===== config.mk =====
export PLATFORM = sky130hd
export DESIGN_NAME = nmm_out
export DESIGN_NICKNAME = d
export VERILOG_FILES = /design/src/rtl/core/negacyclic_monomial_multiply_top_macros.svh /design/src/rtl/core/nmm_pkg.sv /design/src/rtl/core/nmm_out.sv
export SDC_FILE = /design/constraint.sdc
export NUM_CORES = 1
export LEC_CHECK = 0
export ABC_CLOCK_PERIOD_IN_PS = 5770
export BUFFER_PORTS_ARGS = -buffer_cell sky130_fd_sc_hd__buf_2
export CAP_MARGIN = 20
export CELL_PAD_IN_SITES_DETAIL_PLACEMENT = 1
export CELL_PAD_IN_SITES_GLOBAL_PLACEMENT = 2
export CORE_MARGIN = 3
export CORE_UTILIZATION = 34
export DETAILED_ROUTE_END_ITERATION = 10
export PLACE_DENSITY = 0.92
export SETUP_SLACK_MARGIN = 0.1
export SYNTH_ARGS = -nofsm -noshare
export SYNTH_HDL_FRONTEND = slang
export SYNTH_SLANG_ARGS = --single-unit

===== constraint.sdc =====
create_clock -name clk -period 5.77 [get_ports clk]
set_clock_uncertainty 0.15 [all_clocks]
set_input_delay 0 -clock clk [delete_from_list [all_inputs] [get_ports clk]]
set_output_delay 0 -clock clk [all_outputs]
set_load 0.005 [all_outputs]

===== src/rtl/core/negacyclic_monomial_multiply_top_macros.svh =====
// ----------------------------------------------------------------------------
// negacyclic monomial multiply assertion macros
// shared concurrent assertion forms, clocked and held off during reset
// ----------------------------------------------------------------------------
`ifndef NEGACYCLIC_MONOMIAL_MULTIPLY_TOP_MACROS_SVH
`define NEGACYCLIC_MONOMIAL_MULTIPLY_TOP_MACROS_SVH

// same-cycle implication
`define NMM_ASSERT_IMPL(label, clk, rst, ante, cons, msg) \
  label: assert property (@(posedge clk) disable iff (rst) (ante) |-> (cons)) \
    else $error(msg);

// next-cycle implication
`define NMM_ASSERT_NEXT(label, clk, rst, ante, cons, msg) \
  label: assert property (@(posedge clk) disable iff (rst) (ante) |=> (cons)) \
    else $error(msg);

`endif


===== src/rtl/core/nmm_pkg.sv =====
// ----------------------------------------------------------------------------
// nmm_pkg
// shared widths, codes and the pipeline side-band type
// ----------------------------------------------------------------------------
`timescale 1ns / 1ps

package nmm_pkg;

  // field widths fixed by the interface
  localparam int IDX_W = 10;
  localparam int VAL_W = 32;
  localparam int ROT_W = 11;

  // default polynomial size
  localparam int POLY_SIZE_DEF = 1024;

  // action codes
  localparam logic ACT_WRITE = 1'b0;
  localparam logic ACT_READ  = 1'b1;

  // read transaction info that travels alongside the memory read
  typedef struct packed {
    logic             valid;
    logic             in_range;
    logic             neg;
    logic             sub;
    logic [IDX_W-1:0] idx;
  } nmm_side_t;

endpackage


===== src/rtl/core/nmm_out.sv =====
// ----------------------------------------------------------------------------
// nmm_out
// combines read data into the output coefficient and holds the output register
// ----------------------------------------------------------------------------
`timescale 1ns / 1ps

module nmm_out import nmm_pkg::*; (
  input  logic                    clk,
  input  logic                    rst,
  input  logic                    en,
  input  nmm_side_t               side_in,
  input  logic [VAL_W-1:0]        rd_a,
  input  logic [VAL_W-1:0]        rd_b,
  output logic                    out_valid,
  output logic signed [VAL_W-1:0] out_value,
  output logic [IDX_W-1:0]        out_index
);

  nmm_side_t        s3;
  logic [VAL_W-1:0] res;

  // side-band aligned with the registered memory read
  always_ff @(posedge clk) begin
    if (rst) begin
      s3.valid <= 1'b0;
    end else if (en) begin
      s3.valid <= side_in.valid;
    end
    if (en) begin
      s3.in_range <= side_in.in_range;
      s3.neg      <= side_in.neg;
      s3.sub      <= side_in.sub;
      s3.idx      <= side_in.idx;
    end
  end

  // signed rotation term minus optional source term, all modulo 2^32; zero for an out-of-range index
  always_comb begin
    res = s3.neg ? (VAL_W'(0) - rd_a) : rd_a;
    if (s3.sub) begin
      res = res - rd_b;
    end
    if (!s3.in_range) begin
      res = '0;
    end
  end

  // output register
  always_ff @(posedge clk) begin
    if (rst) begin
      out_valid <= 1'b0;
    end else if (en) begin
      out_valid <= s3.valid;
    end
  end

  always_ff @(posedge clk) begin
    if (en) begin
      out_value <= $signed(res);
      out_index <= s3.idx;
    end
  end

endmodule


Word level (Yosys, flattened, before mapping). Cells that the tools add are included.

Add/subtract/negate cells: 2. Mux-type cells: 2.

Operator list (count): $mux 32 (2); $sub 1x32->32 const A (1); $sub 32x32->32 (1).

Flip-flop bits (word level): 57. Bits of input ports: 81. Output and inout port bits: 43. Word-level logic and storage cells: 12.

Depth between registers and ports, before layout.
Word-level depth: 4. Gate-level depth with buffers: 16.

Least setup slack after synthesis. OpenSTA, ideal clock, no wires.

Path kind: input to register. Start point: input rd_a[4]. End point: register out_value[24] (data pin). Setup time: 261 ps. Data arrival time: 3321 ps. Data required time: 5359 ps. Slack: 2037 ps. Stages: 14. Path through: or3_1 > or4_1 > or3_1 > o31ai_1 > xnor2_1 > ha_1 > clkbuf_1 > a21o_1 > a21o_1 > a21o_1 > a311o_1 > o2111ai_1 > a21oi_1 > nand3b_1.

Cells in the longest elaborated chain, start to end: 4.

Ends and longest elaborated chain: start, declared (line nmm_out.sv:12) `input logic [VAL_W-1:0] rd_a,`; $sub 1x32->32 (line nmm_out.sv:39) `res = s3.neg ? (VAL_W'(0) - rd_a) : rd_a;`; $mux 32 (*) (line nmm_out.sv:39); $sub 32x32->32 (line nmm_out.sv:41) `res = res - rd_b;`; $mux 32 (*) (line nmm_out.sv:40) `if (s3.sub) begin`; end signal, assigned (line nmm_out.sv:59) `out_value <= $signed(res);`; end, declared (line nmm_out.sv:15) `output logic signed [VAL_W-1:0] out_value,`.

Mark *: on every way between the ends. The rest lies on a longest branch, timed or not. A chain may end at the register's enable or synchronous reset.

Worst setup path after layout.
Start point: register s3[11] (netlist name). End point: register out_value[22] (data pin).

Cells in the longest elaborated chain, start to end: 3.

Ends and longest elaborated chain: start, declared (line nmm_out.sv:19) `nmm_side_t s3;`; $mux 32 (*) (line nmm_out.sv:39); $sub 32x32->32 (line nmm_out.sv:41); $mux 32 (*) (line nmm_out.sv:40).

Marks and branches as above.

==> summary.log <==
INFO  outcome        status=complete, no violations
INFO  final_layout   nets=778
INFO  final_layout   most-common-layout-cells=123 x sky130_fd_sc_hd__buf_2, 55 x sky130_fd_sc_hd__edfxtp_1, 46 x sky130_fd_sc_hd__inv_1
INFO  final_layout   layout.cell_area.non_filler=5998um^2
INFO  global_route   gr-usage-all-layers=0.2050
INFO  final_layout   fillers=1636
INFO  clocking       cts_made_buffers=9
INFO  critical_path  critical_path.max_fanout=32
INFO  clocking       cts.sinks=57
INFO  routing        via_count=4582
INFO  yosys          ys_seq_area_frac=0.3559
INFO  floorplan      height_of_the_die=124.2um
INFO  yosys          ys_warnings=0
INFO  global_route   grt_start_max_net_pins=58
INFO  critical_path  setup.worst_path.start_class=register
INFO  yosys          synth_enable_flop_cells=55
INFO  global_route   grt.overflow.total=0
INFO  floorplan      fp-row-count=42
INFO  yosys          post_synth_instance_area=4753um^2
INFO  place          gp_congestion=0.9033
INFO  global_route   antenna_found_initial=0
INFO  sta            hold_viol=0
INFO  routing        viasPerCell=5.422
INFO  place          buffer_ports.inserted=123
INFO  sta            final.hold.worst_slack=0.01797ns
INFO  global_route   grt_first_pass_wirelength=25.50mm
INFO  clocking       root_buffer=sky130_fd_sc_hd__clkbuf_16
INFO  final_layout   n_antenna_cell=0
INFO  critical_path  worst-setup-path-type=reg -> reg
INFO  clocking       clock_tree_from_tritoncts=done
INFO  yosys          synth_ff_type=sky130_fd_sc_hd__edfxtp_1
INFO  power_and_ir_drop worst_ir_drop_vdd=0.0001401V
INFO  yosys          syn_inst_count=527
INFO  yosys          synth_fp_nets=641
INFO  clocking       worst_skew_pair.late_latency=0.34ns
INFO  critical_path  critPathArrivalTime=4.52ns
INFO  yosys          ys_async_sr_fraction=0
INFO  sta            finalWorstSetupSlack=1.310ns
INFO  floorplan      effective_utilization_at_floorplan=0.3533
INFO  floorplan      die-area=15440um^2
INFO  final_layout   layout.cells.non_filler=845
INFO  place          placedInstanceArea=5550um^2
INFO  clocking       cts-root-to-sink-buffers=2
INFO  final_layout   synthToLayoutAreaGrowth=26.19%
INFO  power_and_ir_drop power-per-cell-area=272.6nW/um^2
INFO  power_and_ir_drop power_leakage=2.617nW
INFO  routing        wl=15.68mm
INFO  critical_path  crit_path_end_kind=register
INFO  sta            worst-slew-pin-transition=1.046ns
INFO  global_route   via_count_of_the_first_global_routing_pass=4848
INFO  sta            timing.slew.headroom=0.3029
INFO  sta            fin_setup_tns=0ns
INFO  yosys          synth.avg_cell_area=9.020um^2
INFO  critical_path  crit_required=5.83ns
INFO  floorplan      floorplan.io_pins=124
INFO  yosys          synthDistinctLibCells=60
INFO  sta            fmax=224.2MHz
INFO  min_path       hold_class=in -> reg
INFO  sta            rsz0062_at_grt=no
INFO  routing        detailedRoute.firstIterationViolations=217
INFO  sta            drv_slew=0
INFO  clocking       cts.htree.levels=3
INFO  place          detailedPlace.worstSlack=1.279ns
INFO  floorplan      core-area=13450um^2
INFO  sta            layout_min_cycle_time=4.460ns
INFO  place          post-place-cells=813
INFO  place          detailedPlacementHpwl=12.25mm
INFO  routing        route.detailed.drc=0
INFO  sta            fin_crit_sh=0.7729
INFO  routing        postRouteAntennaNets=0
INFO  sta            count_of_endpoints_failing_setup_in_the_final_report=0
INFO  floorplan      chipWidth=124.2um
INFO  run            drv.max_cap_violation_count=0
INFO  final_layout   leading_cell_type_in_the_layout_fill_and_taps_excluded=sky130_fd_sc_hd__buf_2
INFO  routing        drt-pass1-iter-count=5
INFO  clocking       number_of_buffers_inserted_by_post_cts_setup_repair=0
INFO  clocking       worst_path_clk_slew=0.06ns
INFO  yosys          ys_ff_latch=57
INFO  final_layout   share_of_final_layout_standard_cells_stronger_than_drive_strength_1=0.2287
INFO  routing        routedWlPerCell=18.56um
## kinds of logic after synthesis
kind of cell / count (synthesis) / share of synthesized area
DFF: 57 / 0.3559
AOI/OAI and AO/OA: 170 / 0.2353
muxes: 5 / 0.01053
adders and majority gates: 33 / 0.08844
xor gates and xnor gates: 50 / 0.09213
buffers and inverters: 61 / 0.04817
and+or+nand+nor: 151 / 0.1695
## sequential cells by signal (all words and copies together) (netlist names)
name	count
out_value	32
s3	14
out_index	10
out_valid	1
## cells in the mapped netlist (5+ instances only)
cell / number / area share
sky130_fd_sc_hd__edfxtp_1: 55 / 0.35
sky130_fd_sc_hd__inv_1: 46 / 0.036
sky130_fd_sc_hd__nand2_1: 43 / 0.034
sky130_fd_sc_hd__xnor2_1: 42 / 0.077
sky130_fd_sc_hd__a21oi_1: 39 / 0.041
sky130_fd_sc_hd__o21ai_0: 38 / 0.040
sky130_fd_sc_hd__ha_1: 32 / 0.084
sky130_fd_sc_hd__nor2_1: 31 / 0.024
sky130_fd_sc_hd__o31ai_1: 14 / 0.022
sky130_fd_sc_hd__a21o_1: 13 / 0.021
sky130_fd_sc_hd__clkbuf_1: 13 / 0.010
sky130_fd_sc_hd__a211oi_1: 12 / 0.019
sky130_fd_sc_hd__nand3_1: 10 / 0.011
sky130_fd_sc_hd__o21ai_1: 10 / 0.011
sky130_fd_sc_hd__and3_1: 9 / 0.012
sky130_fd_sc_hd__nand2b_1: 8 / 0.011
sky130_fd_sc_hd__xor2_1: 8 / 0.015
sky130_fd_sc_hd__nand4_1: 7 / 0.0092
sky130_fd_sc_hd__o211ai_1: 6 / 0.0095
sky130_fd_sc_hd__o21bai_1: 6 / 0.0095
sky130_fd_sc_hd__or3_1: 6 / 0.0079
sky130_fd_sc_hd__a31oi_1: 5 / 0.0066
sky130_fd_sc_hd__mux2i_1: 5 / 0.011
sky130_fd_sc_hd__nand3b_1: 5 / 0.0079
## timing repair
action	4_1_cts	5_1_grt
hold buffers	16	0
hold endpoints to repair	16	0
resized for setup	0	0
## area by class of cell
cell class	count	area [um^2]	area share
multi-input cells	409	2835	0.4727
flip-flops and latches	57	1692	0.2820
repair buffers	141	790.8	0.1318
clock buffers	10	229.0	0.03817
well taps	176	220.2	0.03671
inverters	46	172.7	0.02879
clock inverters	6	58.81	0.009804
## stage by stage
step                      total power [W]    util
after floorplan                 0.0009052       -
after global placement           0.001084  0.4126
after detailed placement         0.001101  0.4126
after CTS                        0.001649  0.4459
after global routing             0.001737  0.4459
final                            0.001635  0.4459
## worst paths after layout
path | slack [ns] | cells after the start | start | end
min | 0.02 | 4 | rd_a[4] | out_value[4]
max | 1.31 | 9 | s3[11] | out_value[22]
min reg2reg | 0.27 | 0 | s3[6] | out_index[6]
max reg2reg | 1.31 | 9 | s3[11] | out_value[22]
## critical path: stages (launching register included)
cell and delay, ns:
sky130_fd_sc_hd__edfxtp_1 1.04, sky130_fd_sc_hd__o21ai_0 0.40, sky130_fd_sc_hd__fa_1 0.51, sky130_fd_sc_hd__a21o_1 0.20
sky130_fd_sc_hd__a31oi_1 0.31, sky130_fd_sc_hd__o21ai_0 0.26, sky130_fd_sc_hd__o31ai_1 0.66, sky130_fd_sc_hd__o21ai_0 0.25
sky130_fd_sc_hd__a2111oi_0 0.40, sky130_fd_sc_hd__nand3b_1 0.16
## per-layer routing
metal / vias up / track usage / part of all wire
li1: 2228 / - / -
met5: - / 0 / 0
met4: 0 / 0.06512 / 0.022
met3: 23 / 0.05112 / 0.060
met1: 2174 / 0.2614 / 0.44
met2: 157 / 0.3410 / 0.48
## where the power goes
group / internal [W] / leakage (nW) / switching, W
clock: 0.000331 / 0.136 / 0.000198
combinational: 0.000239 / 1.91 / 0.000344
sequential: 0.000507 / 0.571 / 0.0000169
total: 0.00108 / 2.62 / 0.000559
(Power assumes the default switching activity.)
