$ cat config.mk
export PLATFORM = sky130hd
export DESIGN_NAME = nmm_addr
export DESIGN_NICKNAME = d
export VERILOG_FILES = /design/src/rtl/core/negacyclic_monomial_multiply_top_macros.svh /design/src/rtl/core/nmm_pkg.sv /design/src/rtl/core/nmm_addr.sv
export SDC_FILE = /design/constraint.sdc
export NUM_CORES = 1
export LEC_CHECK = 0
export BUFFER_PORTS_ARGS = -buffer_cell sky130_fd_sc_hd__buf_2
export CAP_MARGIN = 20
export CORE_AREA = 2 2 104 106
export DETAILED_ROUTE_END_ITERATION = 16
export DIE_AREA = 0 0 106 108
export SYNTH_ARGS = -nofsm -noshare
export SYNTH_HDL_FRONTEND = slang
export SYNTH_SLANG_ARGS = --single-unit
$ cat constraint.sdc
create_clock -name clk -period 2.11 [get_ports clk]
set_input_delay 0.1055 -clock clk [delete_from_list [all_inputs] [get_ports clk]]
set_output_delay 0.1055 -clock clk [all_outputs]
set_load 0.02 [all_outputs]
$ cat src/rtl/core/negacyclic_monomial_multiply_top_macros.svh
// ----------------------------------------------------------------------------
// negacyclic monomial multiply assertion macros
// shared concurrent assertion forms, clocked and held off during reset
// ----------------------------------------------------------------------------
`ifndef NEGACYCLIC_MONOMIAL_MULTIPLY_TOP_MACROS_SVH
`define NEGACYCLIC_MONOMIAL_MULTIPLY_TOP_MACROS_SVH

// same-cycle implication
`define NMM_ASSERT_IMPL(label, clk, rst, ante, cons, msg) \
  label: assert property (@(posedge clk) disable iff (rst) (ante) |-> (cons)) \
    else $error(msg);

// next-cycle implication
`define NMM_ASSERT_NEXT(label, clk, rst, ante, cons, msg) \
  label: assert property (@(posedge clk) disable iff (rst) (ante) |=> (cons)) \
    else $error(msg);

`endif

$ cat src/rtl/core/nmm_pkg.sv
// ----------------------------------------------------------------------------
// nmm_pkg
// shared widths, codes and the pipeline side-band type
// ----------------------------------------------------------------------------
`timescale 1ns / 1ps

package nmm_pkg;

  // field widths fixed by the interface
  localparam int IDX_W = 10;
  localparam int VAL_W = 32;
  localparam int ROT_W = 11;

  // default polynomial size
  localparam int POLY_SIZE_DEF = 1024;

  // action codes
  localparam logic ACT_WRITE = 1'b0;
  localparam logic ACT_READ  = 1'b1;

  // read transaction info that travels alongside the memory read
  typedef struct packed {
    logic             valid;
    logic             in_range;
    logic             neg;
    logic             sub;
    logic [IDX_W-1:0] idx;
  } nmm_side_t;

endpackage

$ cat src/rtl/core/nmm_addr.sv
// ----------------------------------------------------------------------------
// nmm_addr
// input register, rotation reduction modulo 2N and memory address generation
// ----------------------------------------------------------------------------
`timescale 1ns / 1ps

module nmm_addr import nmm_pkg::*; #(
  parameter int POLY_SIZE = POLY_SIZE_DEF,
  localparam int AW = (POLY_SIZE > 1) ? $clog2(POLY_SIZE) : 1
) (
  input  logic                    clk,
  input  logic                    rst,
  input  logic                    en,
  input  logic                    take,
  input  logic                    action,
  input  logic [IDX_W-1:0]        coef_index,
  input  logic signed [VAL_W-1:0] coef_value,
  input  logic [ROT_W-1:0]        rot_amount,
  input  logic                    subtract_source,
  output logic                    mem_we,
  output logic [AW-1:0]           mem_waddr,
  output logic [VAL_W-1:0]        mem_wdata,
  output logic [AW-1:0]           mem_raddr_a,
  output logic [AW-1:0]           mem_raddr_b,
  output nmm_side_t               side
);

  localparam int MODV  = 2 * POLY_SIZE;
  localparam int SPLIT = 5;
  localparam int ROT_LIM = 2 ** ROT_W;

  // stage 1 registers
  logic             s1_valid;
  logic             s1_action;
  logic [IDX_W-1:0] s1_idx;
  logic [VAL_W-1:0] s1_val;
  logic [ROT_W-1:0] s1_rot;
  logic             s1_sub;

  // stage 2 registers
  logic             s2_valid;
  logic             s2_action;
  logic [IDX_W-1:0] s2_idx;
  logic [VAL_W-1:0] s2_val;
  logic [ROT_W-1:0] s2_rot;
  logic             s2_sub;

  logic [ROT_W-1:0] rot_hi;
  logic [ROT_W-1:0] rot_lo;
  logic [ROT_W-1:0] rot_a;
  logic             neg;
  logic             in_range;
  logic [AW-1:0]    src;

  // upper conditional subtractions of 2N * 2^k
  always_comb begin
    rot_hi = s1_rot;
    for (int k = ROT_W - 1; k >= SPLIT; k--) begin
      if ((MODV << k) < ROT_LIM) begin
        if (rot_hi >= ROT_W'(MODV << k)) begin
          rot_hi = rot_hi - ROT_W'(MODV << k);
        end
      end
    end
  end

  // lower conditional subtractions finish the modulo
  always_comb begin
    rot_lo = s2_rot;
    for (int k = SPLIT - 1; k >= 0; k--) begin
      if ((MODV << k) < ROT_LIM) begin
        if (rot_lo >= ROT_W'(MODV << k)) begin
          rot_lo = rot_lo - ROT_W'(MODV << k);
        end
      end
    end
  end

  // fold rotation into [0, N) and find source position, tracking sign
  always_comb begin
    rot_a = rot_lo;
    neg   = 1'b0;
    if (32'(rot_lo) >= POLY_SIZE) begin
      rot_a = rot_lo - ROT_W'(POLY_SIZE);
      neg   = 1'b1;
    end
    in_range = (32'(s2_idx) < POLY_SIZE);
    if (32'(s2_idx) < 32'(rot_a)) begin
      src = AW'(32'(s2_idx) + POLY_SIZE - 32'(rot_a));
      neg = !neg;
    end else begin
      src = AW'(32'(s2_idx) - 32'(rot_a));
    end
  end

  // pipeline valid bits
  always_ff @(posedge clk) begin
    if (rst) begin
      s1_valid <= 1'b0;
      s2_valid <= 1'b0;
    end else if (en) begin
      s1_valid <= take;
      s2_valid <= s1_valid;
    end
  end

  // pipeline payload
  always_ff @(posedge clk) begin
    if (en) begin
      s1_action <= action;
      s1_idx    <= coef_index;
      s1_val    <= $unsigned(coef_value);
      s1_rot    <= rot_amount;
      s1_sub    <= subtract_source;
      s2_action <= s1_action;
      s2_idx    <= s1_idx;
      s2_val    <= s1_val;
      s2_rot    <= rot_hi;
      s2_sub    <= s1_sub;
    end
  end

  // memory command; writes and reads issue here in transaction order
  assign mem_we      = en && s2_valid && (s2_action == ACT_WRITE) && in_range;
  assign mem_waddr   = AW'(s2_idx);
  assign mem_wdata   = s2_val;
  assign mem_raddr_a = src;
  assign mem_raddr_b = AW'(s2_idx);

  // side-band for the read result stage
  assign side.valid    = s2_valid && (s2_action == ACT_READ);
  assign side.in_range = in_range;
  assign side.neg      = neg;
  assign side.sub      = s2_sub;
  assign side.idx      = s2_idx;

endmodule

== Word level (Yosys, flattened, before mapping) ==
Cells that the tools add are included.

* Muxes and demuxes: 4
* Add/subtract/negate cells: 4
* Order comparisons: 2
* Bitwise operators: 1
* Reduce and logical (&&, ||, !) cells: 4

{| class="wikitable"
|+ Operators with widths
! cell !! number
|-
| subtractor 10 bit || 2
|-
| greater-or-equal comparator 11 bit (second input constant) || 1
|-
| < comparator 10 x 11 -> 1 bit || 1
|-
| two-way mux 11 bit || 1
|-
| subtractor 11 bit (second input constant) || 1
|-
| adder 10 x 1 -> 10 bit (second input constant) || 1
|-
| two-way mux 10 bit || 1
|-
| logical AND 1 bit || 3
|-
| two-way mux 1 bit || 2
|-
| logical NOT 1 bit || 1
|-
| inverter 1 bit || 1
|}

* Output and inout port bits: 77
* Logic and storage cells: 27
* Register bits: 112

== Longest topological paths before layout ==
* Depth in word-level cells: 4
* Gate-level depth with buffers: 8
* Depth with buffers taken out: 8

== Least setup slack after synthesis ==
OpenSTA, ideal clock, no wires.

* Path type: register -> output
* Start: register s2_idx[0], in the netlist mem_raddr_b[0]
* End: output mem_raddr_a[8]
* Cell stages (with the launch flop): 9
* Path slack: 0.102 ns
* Arrival: 1.903 ns
* Path through: edfxtp_1 inv_1 ha_1 fa_1 inv_1 a21oi_1 o21ai_2 o41ai_2 xnor2_1

* Longest elaborated chain between the ends: 3
* Elaborated cells between the ends (all ways): 5
* Classes of those cells: 3 x add/sub; 1 x order compare; 1 x mux

{| class="wikitable"
|+ RTL lines
! item !! line !! text
|-
| start: declaration || nmm_addr.sv:43 || <nowiki>logic [IDX_W-1:0] s2_idx;</nowiki>
|-
| start signal: assignment || nmm_addr.sv:116 || <nowiki>s2_idx <= s1_idx;</nowiki>
|-
| adder 10 x 1 -> 10 bit || nmm_addr.sv:89 || <nowiki>src = AW'(32'(s2_idx) + POLY_SIZE - 32'(rot_a));</nowiki>
|-
| subtractor 10 bit || nmm_addr.sv:89 ||
|-
| two-way mux 10 bit * || nmm_addr.sv:88 || <nowiki>if (32'(s2_idx) < 32'(rot_a)) begin</nowiki>
|-
| end: declaration || nmm_addr.sv:23 || <nowiki>output logic [AW-1:0] mem_raddr_a,</nowiki>
|}

Every way passes the cells marked *; elsewhere a longest branch is shown, timed or not.

== Worst setup path in the final report ==
Same ends and word-level chain as after synthesis.

==> results.md <==
- Status: finished with violations
- Violations in the final reports: negative setup slack
- First-pass GRT wire length: 11200 um
- Final Worst Setup Slack: -0.0558 ns
- P&R area growth vs syn: 42.1%
- RSZ-0062 raised after global routing: yes
- Min cycle time layout: 2.17 ns
- Pleak: 2.33 nW
- Clk pwr share: 0.270
- Sum Neg Setup Slack: -0.107 ns
- Critical path required time: 2.00 ns
- Max IR drop VDD: 0.453 mV
- Post-synth EDFFs: 110
- CTS Root Cell: clkbuf_8
- Area of the multi-input gates: 529 um^2
- First DRT Iteration DRCs: 85
- Fin nets: 473
- Max Root-Sink Buffers: 2
- Ratio of cells with drive above 1 in the final layout: 0.444
- Post-synthesis cell count: 209
- Vias: 2337
- Register area share after synthesis: 0.832
- FF/Latch Area: 3340 um^2
- CTS tree: done
- Row count: 37
- Pin count of the biggest net entering global routing: 42
- Asr flop ratio synth: 0
- Yosys cell types: 26
- Chip width: 106 um
- Pint: 0.00354 W
- Die height: 108 um
- Fill cells: 814
- CTS sink count: 112
- Switching Share: 0.248
- Num ports: 136
- Part of the power in registers: 0.570
- Final Skew: 0.00860 ns
- Worst-Skew Late Latency: 0.36 ns
- Die ar.: 11400 um^2
- Final WL: 7300 um
- Final ANT Viol Nets: 0
- Fmax: 462 MHz
- GPL Wtd Cong: 0.641
- Commonest cells in the netlist: edfxtp_1 (110), buf_4 (23), inv_1 (17)
- Area leader, netlist: edfxtp_1
- Final Max Slew Viols: 0
- Top cells by area, synth: edfxtp_1 (82%), buf_4 (4.3%), ha_1 (3.1%)
- Placed cell count: 459
- H-Tree Depth: 3
- Fin util: 0.558
- Synth Register Bits: 112
- Number of port buffers: 134
- Count leader, synth: edfxtp_1
- DPL Wire Length: 4480 um
- Kind of critical path: reg -> out
- Final setup vio count: 3
- Fin crit share: 1.03
- Reg2reg setup slack: 1.46 ns
- Area fraction of the dominant cell type after synthesis: 0.822
- Core Region: 10200 um^2
- GRT overflow: 0
- DR WL/cell: 13.4 um
- Via density: 4.30
- Post-Syn Nets: 279
- # DRC: 0
- Crit-path cells: inv_1 -> ha_2 -> fa_2 -> inv_2 -> a21oi_4 -> o21ai_2 -> o41ai_2 -> xnor2_1 -> buf_4
- CP max stage delay: 0.40 ns
- Combinational power share: 0.160
- Syn avg cell area: 19.2 um^2
- Synth Warn #: 0
- GRT Total Usage: 0.129
- Max FO, Critical Path: 2
- Clock slew at reported path FFs: 0.10 ns
- Mapped Area: 4020 um^2
- CP arrival: 2.06 ns
- Worst setup EP type: output pin
- Final Hold Viols: 0
- TritonRoute pass-1 iters: 4
- Hold WC Path Type: in -> reg
- ANT cells: 0
- Power Total: 0.00471 W
- CP startpoint kind: register
- Initial Util: 0.393
- Switching pwr: 0.00117 W
- Max_cap viols: 0
- Finished Layout Cells: 544
- Ys flop type: edfxtp_1
- CTS Buf Count: 9
- Critical-path top delay cell: edfxtp_1
- Vias in the first global route: 2405
- Pwr dens: 824 nW/um^2
- Initial antenna violation count: 0
-- area by class of cell --
type                    instances  area share
multi-input cells              57      0.0927
clock inverters                 7      0.0138
clock buffers                   9      0.0217
well taps                     136      0.0298
flip-flops and latches        112       0.586
inverters                      17      0.0112
repair buffers                206       0.245
-- cells by family (layout without fill, tap and decap cells) --
family | Yosys count | after routing | synth area share
AND/OR/NAND/NOR | 20 | 20 | 0.0237
adder cells (fa/ha/maj) | 11 | 11 | 0.0361
buffers and inverters | 40 | 239 | 0.0589
other | 1 | 1 | 0.000934
multiplexers | 2 | 2 | 0.00498
XOR/XNOR | 9 | 9 | 0.0196
AO/OA/AOI/OAI | 14 | 14 | 0.0234
flip-flops | 112 | 112 | 0.832
-- sequential cells by signal (all words and copies together) (netlist names) --
signal	cells
mem_raddr_b	10
rot_hi	11
s1_idx	10
s1_action	1
s1_valid	1
rot_lo	11
s2_valid	1
s2_action	1
s2_sub	1
mem_wdata	32
s1_val	32
s1_sub	1
-- cell usage in the layout (no fill, tap or decap), drive strengths merged --
cell | Yosys | layout
buf | 23 | 149
edfxtp | 110 | 110
dlygate4sd3 | 0 | 57
inv | 17 | 19
ha | 10 | 10
clkbuf | 0 | 9
xnor2 | 8 | 8
nor2 | 8 | 8
a21oi | 6 | 6
o21ai | 4 | 4
nand2b | 3 | 3
nand2 | 3 | 3
clkinv | 0 | 3
nand3 | 2 | 2
mux2i | 2 | 2
dfxtp | 2 | 2
a21o | 1 | 1
o211ai | 1 | 1
xor2 | 1 | 1
nor3 | 1 | 1
o41ai | 1 | 1
and2 | 1 | 1
nor3b | 1 | 1
nand4 | 1 | 1
o221ai | 1 | 1
fa | 1 | 1
conb | 1 | 1
bufinv | 0 | 1
clkinvlp | 0 | 1
-- routing by layer --
metal / up-vias / share of wire / track usage
met5: - / 0 / 0
met4: 0 / 0.015 / 0.0545
met3: 9 / 0.075 / 0.0470
met2: 87 / 0.52 / 0.224
met1: 1114 / 0.39 / 0.143
li1: 1127 / - / -
-- final timing paths --
kind              cells past startpoint                     start                        to
hold / removal                        1                        en       s1_val[3]$_DFFE_PP_
hold reg to reg                       0      s1_val[16]$_DFFE_PP_   mem_wdata[16]$_DFFE_PP_
setup reg to reg                      0       s1_idx[1]$_DFFE_PP_  mem_raddr_b[1]$_DFFE_PP_
setup / recovery                      9  mem_raddr_b[0]$_DFFE_PP_            mem_raddr_a[8]
-- power by group through the flow --
| stage | Sequential (W) | Clock, W | Combinational [W] |
|---|---|---|---|
| floorplan | 0.00279 | 0 | 0.000297 |
| global placement | 0.00272 | 0 | 0.000576 |
| detailed placement | 0.00273 | 0 | 0.000579 |
| CTS | 0.00268 | 0.00133 | 0.000709 |
| global route | 0.00270 | 0.00140 | 0.000815 |
| finish | 0.00268 | 0.00127 | 0.000754 |
-- timing repair --
item                       4_1_cts  5_1_grt
cloned                           0        0
setup endpoints to repair        6        7
pin swaps                        2        3
hold buffers                    57        0
hold endpoints to repair        57        0
gates resized for setup         15       10
setup buffers                    6        6
-- through the flow --
| step | setup slack [ns] | hold WS [ns] | area, um^2 |
|---|---|---|---|
| 3_3_place_gp | 0.211 | 0.281 | 4730 |
| 3_5_place_dp | 0.166 | 0.284 | 4730 |
| 4_1_cts | -0.0939 | 0.177 | 5630 |
| 2_1_floorplan | 0.102 | 0.178 | 4020 |
| 6_report | -0.0558 | 0.196 | 5710 |
| 5_1_grt | -0.219 | 0.189 | 5710 |
-- critical path, delay by kind of cell (launching register included) --
family                   cells  cell delay (ns)
AO/OA/AOI/OAI                3             0.48
flip-flops                   1             0.40
XOR/XNOR                     1             0.16
buffers and inverters        3             0.28
adder cells (fa/ha/maj)      2             0.39
(Power assumes the default switching activity.)
